===== src/hw/rtl/oaht_mod_unit.sv =====
// Restoring modulo: one quotient bit per cycle.
module oaht_mod_unit #(
   parameter int DW = 28,
   parameter int MW = 9
) (
   input  logic          clock,
   input  logic          reset,
   input  logic          start,
   input  logic [DW-1:0] dividend,
   input  logic [MW-1:0] divisor,
   output logic          done,
   output logic [MW-1:0] remainder
);
   localparam int CW = $clog2(DW + 1);

   logic [DW-1:0] num_ff, num_in;
   logic [MW:0]   rem_ff, rem_in;
   logic [CW-1:0] cnt_ff, cnt_in;
   logic          busy_ff, busy_in;
   logic          done_ff, done_in;
   logic [MW:0]   trial;

   always_comb begin
      num_in  = num_ff;
      rem_in  = rem_ff;
      cnt_in  = cnt_ff;
      busy_in = busy_ff;
      done_in = 1'b0;
      trial   = {rem_ff[MW-1:0], num_ff[DW-1]};
      if (start) begin
         num_in  = dividend;
         rem_in  = '0;
         cnt_in  = CW'(DW);
         busy_in = 1'b1;
      end else if (busy_ff) begin
         num_in = num_ff << 1;
         if (trial >= {1'b0, divisor}) rem_in = trial - {1'b0, divisor};
         else rem_in = trial;
         cnt_in = cnt_ff - CW'(1);
         if (cnt_ff == CW'(1)) begin
            busy_in = 1'b0;
            done_in = 1'b1;
         end
      end
   end

   always_ff @(posedge clock) begin
      if (reset) begin
         busy_ff <= 1'b0;
         done_ff <= 1'b0;
         cnt_ff  <= '0;
      end else begin
         busy_ff <= busy_in;
         done_ff <= done_in;
         cnt_ff  <= cnt_in;
      end
      num_ff <= num_in;
      rem_ff <= rem_in;
   end

   assign done      = done_ff;
   assign remainder = rem_ff[MW-1:0];
endmodule


===== config.mk =====
export PLATFORM = sky130hd
export DESIGN_NAME = oaht_mod_unit
export DESIGN_NICKNAME = d
export VERILOG_FILES = /design/src/hw/rtl/oaht_mod_unit.sv
export SDC_FILE = /design/constraint.sdc
export NUM_CORES = 1
export LEC_CHECK = 0
export BUFFER_PORTS_ARGS = -buffer_cell sky130_fd_sc_hd__buf_2
export CORE_MARGIN = 2
export CORE_UTILIZATION = 50
export CTS_CLUSTER_SIZE = 30
export DETAILED_ROUTE_END_ITERATION = 12
export GPL_TIMING_DRIVEN = 0
export PLACE_DENSITY = 0.82
export SYNTH_ARGS = -nofsm -noshare
export SYNTH_HDL_FRONTEND = slang
export SYNTH_SLANG_ARGS = --single-unit

===== constraint.sdc =====
create_clock -name clock -period 5.5 [get_ports clock]
set_input_delay 1.1 -clock clock [delete_from_list [all_inputs] [get_ports clock]]
set_output_delay 1.1 -clock clock [all_outputs]
set_load 0.01 [all_outputs]

Word-level counts from Yosys, hierarchy flattened. Cells that the tools add are included.

Flip-flop bits (word level): 44. Logic and storage cells: 23.

Multiplexer cells: 9. Equality and inequality tests: 1. Add/sub/neg operators: 2. Order comparisons: 1. Reductions and logical operators: 3. Bitwise gates (word level): 1.

Operators with widths (count): $mux W28 (2); $ge A10 B9 Y1 (1); $mux W5 (2); $mux W9 (1); $sub A9 B9 Y9 (1); $eq A5 B1 Y1 const B (1); $sub A5 B1 Y5 const B (1); $mux W1 (4); $reduce_or A3 Y1 (1); $reduce_bool A2 Y1 (1); $reduce_or A2 Y1 (1); $not A1 Y1 (1).

Longest topological paths before layout. Gate-level depths: netlist of the first run.

Word-level depth: 4. Gate-level depth with buffers: 10. Depth with buffers taken out: 10.

Least setup slack after synthesis of the first run. OpenSTA, ideal clock, no wires.

Kind: input to register. Start point: input divisor[0]. End point: register rem_ff[0]. Buffers on the path: 0. Data required time: 5.414 ns. Stages on the path: 9. Library setup time: 0.086 ns. Path slack: 2.274 ns. Arrival time: 3.141 ns. Path through: ha_1 > inv_1 > fa_1 > a211oi_2 > o21bai_1 > o31a_1 > a21oi_4 > mux2_2 > a211oi_1.

Longest elaborated chain between the ends: 2. Elaborated cells on any way between the ends: 3. Those cells by class: add/sub: 1; order compare: 1; mux: 1.

RTL lines: start: declaration (line 10) `input logic [MW-1:0] divisor,`; $sub A9 B9 Y9 / $ge A10 B9 Y1 (equally long branches) (line 37) `if (trial >= {1'b0, divisor}) rem_in = trial - {1'b0, divisor};`; $mux W9 (*) (line 37); end signal: assignment (line 58) `rem_ff <= rem_in;`; end: declaration (line 17) `logic [MW:0] rem_ff, rem_in;`.

Mark *: on every way between the ends. The rest lies on a longest branch, timed or not. A chain may end at the register's enable or synchronous reset.

Final worst setup path of the first run. Ends and elaborated chain as after synthesis.

==> flow_summary.json, run 1 <==
{
  "finalCritPeriodShare": 0.592,
  "timing.final.ws_setup_ps": 2250,
  "drv_slew": 0,
  "synth-edff-count": 28,
  "drive_above_1_share": 0.369,
  "postLayoutCoreUtil": 0.611,
  "grt_use_met3": 0.0442,
  "r2r-start": "num_ff[27]$_DFFE_PP_",
  "grt_pass1_vias": 1441,
  "netlist_top_cells_count": "edfxtp_1 (28), mux2_2 (28), dfxtp_1 (16)",
  "leakage_nw": 1.17,
  "cp_max_fo": 8,
  "io_buffers": 49,
  "crit_chain": "buf_2 > ha_1 > inv_1 > fa_1 > a211oi_2 > o21bai_1 > o31a_1 > a21oi_4 > mux2_2 > a211oi_1",
  "cap_violations": 0,
  "cp.required_ps": 5710,
  "track_usage": 0.164,
  "cts-root-buf": "clkbuf_8",
  "cpPeakStageDelay_ps": 430,
  "grt_overflow": 0,
  "grt_pass1_wl_um": 6390,
  "dp.cells": 288,
  "skew_ps": 9.09,
  "insertion_delay_ps": 300,
  "fp.dieW_um": 70.9,
  "routedWlPerCell_um": 13.2,
  "max-clock-path-buffers": 2,
  "hp-class": "register to register",
  "worst_ir_drop_vdd_mv": 0.153,
  "drt_iter0_drc": 107,
  "vias": 1534,
  "worstMarginPinSlew_ps": 1040,
  "cts_tree": "yes",
  "numCtsBuffers": 5,
  "met2_usage": 0.259,
  "firstDrtPassIters": 4,
  "ios": 50,
  "critPathKind": "input pin to register",
  "setup_violations": 0,
  "critPathSlowestCell": "fa_1",
  "routed_via_density": 5.18,
  "period_needed_ps": 3250,
  "ant_nets": 0,
  "post_cts_buffers": 0,
  "grt_max_degree": 29,
  "cts-resized-gates": 0,
  "core_area_um2": 4320,
  "holdBufCountCts": 0,
  "holdCritStartpoint": "cnt_ff[1]$_SDFFE_PP0P_",
  "synth_ff_type": "edfxtp_1",
  "grtUsageMet1": 0.218,
  "synthArstFlopShare": 0,
  "ctsHtreeMaxLevel": 2,
  "endpoint_kind": "register",
  "clkTransAtPathRegs_ps": 90,
  "synth_top_area_frac": 0.375,
  "num_antenna_cells": 0,
  "clock-sinks": 44,
  "area_growth_pct": 18.0,
  "dieArea_um2": 5030,
  "cp_data_arrival_time_ps": 3470,
  "status": "finished clean",
  "fillers": 369,
  "synthCells": 187,
  "finalNonFillerCells": 296,
  "antenna_found_initial": 0,
  "dp_slack_ps": 1950,
  "busiest_layer": "met2",
  "seq_area_frac_synth": 0.518,
  "ys_types": 37,
  "fin_tns_setup_ps": 0,
  "nets": 295,
  "slew_headroom": 0.308,
  "worstSetupStartpointType": "input pin",
  "place.detailed.hpwl_um": 2930,
  "synth_warnings": 0,
  "max_clock_freq_ghz": 0.307,
  "rsz0062_at_grt": "false",
  "wirelength_um": 3910,
  "die_y_um": 70.9,
  "initial_core_util": 0.518,
  "synth_area_leaders": "edfxtp_1 (38%), dfxtp_1 (14%), mux2_2 (14%), ha_1 (6.1%), mux2i_1 (3.1%)",
  "syn_area_um2": 2240,
  "timing.final.hold_violations": 0,
  "ys_seq_elements": 44,
  "fin_total_pwr_mw": 0.712,
  "rows": 24,
  "synth_top_area_cell": "edfxtp_1",
  "drcViolationCount": 0,
  "place_congestion": 0.840,
  "worstSetupStartpoint": "divisor[0]",
  "cellPowerDensity_nw_per_um2": 269,
  "syn_nets": 239,
  "syn_area_per_cell_um2": 12.0
}
-- worst max-delay path: cells and delay by family --
kind                     cells  cell delay [ps]
AO/OA/AOI/OAI                5             1230
adder cells (fa/ha/maj)      2              600
multiplexers                 1              390
buffers and inverters        2              150
-- worst paths after layout --
kind	to	slack, ps	cells past startpoint
setup / recovery	rem_ff[0]$_SDFFE_PP0P_	2250	10
hold reg to reg	cnt_ff[1]$_SDFFE_PP0P_	510	2
setup reg to reg	rem_ff[0]$_SDFFE_PP0P_	2710	10
hold / removal	cnt_ff[1]$_SDFFE_PP0P_	510	2
-- sequential cells by signal (all words and copies together) (netlist names) --
| register | flops |
|---|---|
| busy_ff | 1 |
| num_ff | 28 |
| cnt_ff | 5 |
| rem_ff | 9 |
| done | 1 |
-- area by class of cell --
type	instances	area, um^2	area share
Buffer	5	18.8	0.00710
Clock buffer	5	68.8	0.0260
Clock inverter	3	23.8	0.00899
Inverter	14	52.6	0.0199
Multi-Input combinational cell	124	1010	0.381
Sequential cell	44	1160	0.439
Tap cell	52	65.1	0.0246
Timing Repair Buffer	49	245	0.0928
-- per-stage QoR --
step / hold WS, ps / area [um^2]
after floorplan: 469 / 2240
after global placement: 489 / 2550
after detailed placement: 499 / 2550
after CTS: 512 / 2640
after global routing: 536 / 2640
final: 507 / 2640
-- power by group --
| group | internal, mW | switching [mW] | total, mW |
|---|---|---|---|
| Clock | 0.0899 | 0.115 | 0.205 |
| Sequential | 0.385 | 0.0122 | 0.397 |
| Combinational | 0.0564 | 0.0540 | 0.110 |
| Total | 0.531 | 0.181 | 0.712 |
-- cell usage in the layout, fill, tap and decap left out, types with 2 or more instances in the layout --
master	n
clkinvlp_4	2
dfxtp_1	16
nor2_1	14
clkbuf_8	5
nor3_1	6
mux2_2	28
a211oi_1	3
nand2_1	12
xor2_1	6
xnor2_1	4
o21ai_0	7
buf_2	49
mux2i_1	7
clkbuf_1	5
inv_1	14
edfxtp_1	28
a21oi_1	4
ha_1	11
-- metal layers --
layer	part of all wire	wire, um
met5	0	0
met3	0.041	162
met4	0.016	61
met1	0.47	1860
met2	0.47	1830
-- logic make-up after synthesis --
| group | Yosys count | synth area share |
|---|---|---|
| and+or+nand+nor | 41 | 0.0849 |
| xor gates and xnor gates | 10 | 0.0391 |
| DFF | 44 | 0.518 |
| adders and majority gates | 12 | 0.0704 |
| buffers and inverters | 19 | 0.0318 |
| muxes | 35 | 0.172 |
| AOI/OAI and AO/OA | 26 | 0.0838 |
Power figures use the tool's default switching activity.
==> inputs of run 2 (changes only) <==
- ABC_AREA: default -> 1
- PLACE_DENSITY: 0.82 -> 0.81
- clock period: 5.5 -> 3 ns (I/O delays scaled with it)
==> flow_summary.json, run 2 <==
{
  "status": "finished clean",
  "antenna_found_initial": 0,
  "holdCritStartpoint": "cnt_ff[3]$_SDFFE_PP0P_",
  "netlist_top_cells_count": "nand2_1 (132), inv_1 (43), edfxtp_1 (28)",
  "period_needed_ps": 2020,
  "vias": 2067,
  "routed_via_density": 4.89,
  "hp-class": "register to register",
  "rsz0062_at_grt": "false",
  "drive_above_1_share": 0.176,
  "fillers": 428,
  "core_area_um2": 4690,
  "ant_nets": 0,
  "crit_chain": "clkbuf_1 > nor2_1 > inv_1",
  "grt_pass1_wl_um": 7810,
  "firstDrtPassIters": 5,
  "initial_core_util": 0.515,
  "reg2reg_slack_ps": 1080,
  "clkTransAtPathRegs_ps": 70,
  "synth-edff-count": 28,
  "drcViolationCount": 0,
  "place.detailed.hpwl_um": 3410,
  "ios": 50,
  "worstMarginPinSlew_ps": 1200,
  "internal_power_mw": 1.03,
  "max-clock-path-buffers": 2,
  "cellPowerDensity_nw_per_um2": 479,
  "dp_slack_ps": 603,
  "p_switching_mw": 0.329,
  "power_frac_clock": 0.322,
  "ctsHtreeMaxLevel": 2,
  "ys_types": 25,
  "track_usage": 0.184,
  "timing.final.hold_violations": 0,
  "final_common_cell": "nand2_1",
  "nets": 420,
  "synth_ff_type": "edfxtp_1",
  "syn_nets": 365,
  "die_y_um": 73.6,
  "area_growth_pct": 17.2,
  "synthArstFlopShare": 0,
  "cap_violations": 0,
  "grt_overflow": 0,
  "cts-root-buf": "clkbuf_8",
  "cts_tree": "yes",
  "top_register": "num_ff",
  "clock-sinks": 44,
  "ys_seq_elements": 44,
  "slew_headroom": 0.200,
  "reg_top3": "num_ff (28), rem_ff (9), cnt_ff (5)",
  "p_seq_frac": 0.532,
  "place_congestion": 0.840,
  "largest_reg_flops": 28,
  "skew_ps": 8.60,
  "critPathSlowestCell": "inv_1",
  "r2r-start": "num_ff[27]$_DFFE_PP_",
  "endpoint_kind": "register",
  "setup_violations": 0,
  "r2r_cells": 11,
  "holdPathEnd": "cnt_ff[3]$_SDFFE_PP0P_",
  "finalCritPeriodShare": 0.673,
  "sw_frac_of_total": 0.242,
  "synthCells": 313,
  "seq_area_frac_synth": 0.480,
  "synth_warnings": 0,
  "num_antenna_cells": 0,
  "cpPeakStageDelay_ps": 900,
  "cp_top_family": "buffers and inverters",
  "cp_data_arrival_time_ps": 1920,
  "wirelength_um": 4670,
  "synth_top_area_frac": 0.348,
  "yosysMostFrequentCell": "nand2_1",
  "io_buffers": 48,
  "cp_max_fo": 33,
  "worst_ir_drop_vdd_mv": 0.409,
  "syn_area_per_cell_um2": 7.73,
  "cts-resized-gates": 0,
  "final_cell_mix": "nand2_1 (132), buf_2 (49), inv_1 (43), edfxtp_1 (28), nand3_1 (25)",
  "post_dp_cell_area_um2": 2730,
  "fp.dieW_um": 73.6,
  "critical_path_buf_inv_count": 2,
  "hold-path-cell-count": 2,
  "routedWlPerCell_um": 11.0,
  "holdBufCountCts": 0,
  "drt_iter0_drc": 138,
  "hold_ws_ps": 475,
  "fin_tns_setup_ps": 0,
  "drv_slew": 0,
  "dieArea_um2": 5410,
  "finalInstanceArea_um2": 2830,
  "grt_max_degree": 34,
  "cp.required_ps": 2900,
  "insertion_delay_ps": 290,
  "syn_area_um2": 2420,
  "leakage_nw": 1.51,
  "worstSetupStartpointType": "input pin",
  "post_cts_buffers": 0,
  "synth_area_leaders": "edfxtp_1 (35%), nand2_1 (20%), dfxtp_1 (13%), inv_1 (6.7%), ha_1 (5.7%)",
  "combPwrFrac": 0.145,
  "rr_endpoint": "rem_ff[0]$_SDFFE_PP0P_",
  "synth_top_area_cell": "edfxtp_1",
  "rows": 25,
  "critPathKind": "input pin to register",
  "grt_pass1_vias": 1905,
  "max_clock_freq_ghz": 0.495,
  "numCtsBuffers": 5,
  "timing.final.ws_setup_ps": 980
}
run 2: changes by cell type after synthesis, sizes merged, moves of 3 or more:
cell	previous run	this run
inv	14	43
mux2	28	0
nand2	12	136
nor3	6	2
buf	0	3
a211oi	4	1
nor2	14	17
xor2	6	0
mux2i	7	0
nand3	1	27
run 2: worst reg2reg max path, stage by stage (launching register included):
cell	delay (ps)
edfxtp_1	360
inv_1	80
ha_1	150
inv_1	60
fa_1	420
nand2_1	130
nand3_2	90
nand2_2	90
buf_6	140
nand3_1	80
nand3_1	80
o21ai_0	80
run 2: final cells by class:
type | count | area [um^2] | area share
inverter | 43 | 161 | 0.0570
clock buffer | 6 | 72.6 | 0.0256
clock inverter | 2 | 35.0 | 0.0124
sequential | 44 | 1160 | 0.410
timing repair buffer | 48 | 240 | 0.0848
buffer | 9 | 50.0 | 0.0177
tap | 54 | 67.6 | 0.0238
multi-input combinational | 217 | 1050 | 0.369
run 2: stage by stage:
step,power [mW],util,std cells
floorplan,0.866,-,313
global placement,0.924,0.581,415
detailed placement,0.932,0.581,415
CTS,1.37,0.604,423
global route,1.43,0.604,423
finish,1.36,0.604,423
run 2: cells by family after synthesis:
family,Yosys count,synth area share
xor+xnor,3,0.0109
flops,44,0.480
simple gates,187,0.321
compound gates,15,0.0352
buf+inv,52,0.0874
fa+ha+maj,12,0.0652
run 2: power by group through the flow:
stage                     Combinational [mW]  Sequential, mW  Clock [mW]
final                                  0.197           0.722       0.437
after global routing                   0.228           0.728       0.470
after CTS                              0.198           0.722       0.452
after detailed placement               0.196           0.736           0
after global placement                 0.191           0.734           0
after floorplan                        0.135           0.731           0
run 2: layer usage:
metal  vias up  global-route usage  share of wire
li1       1094                   -              -
met1       927               0.222           0.45
met2        42               0.325           0.49
met3         4              0.0535          0.051
met4         0              0.0384         0.0058
met5         -                   0              0
run 2: how the worst max path moves through the flow:
stage | to | depth (start not counted) | start | slack, ps
6_report | num_ff[2]$_DFFE_PP_ | 3 | start | 980
3_3_place_gp | num_ff[20]$_DFFE_PP_ | 3 | start | 640
5_1_grt | busy_ff$_SDFF_PP0_ | 5 | start | 770
3_5_place_dp | num_ff[21]$_DFFE_PP_ | 3 | start | 600
4_1_cts | num_ff[4]$_DFFE_PP_ | 3 | start | 920
2_1_floorplan | rem_ff[0]$_SDFFE_PP0P_ | 10 | divisor[0] | 1100
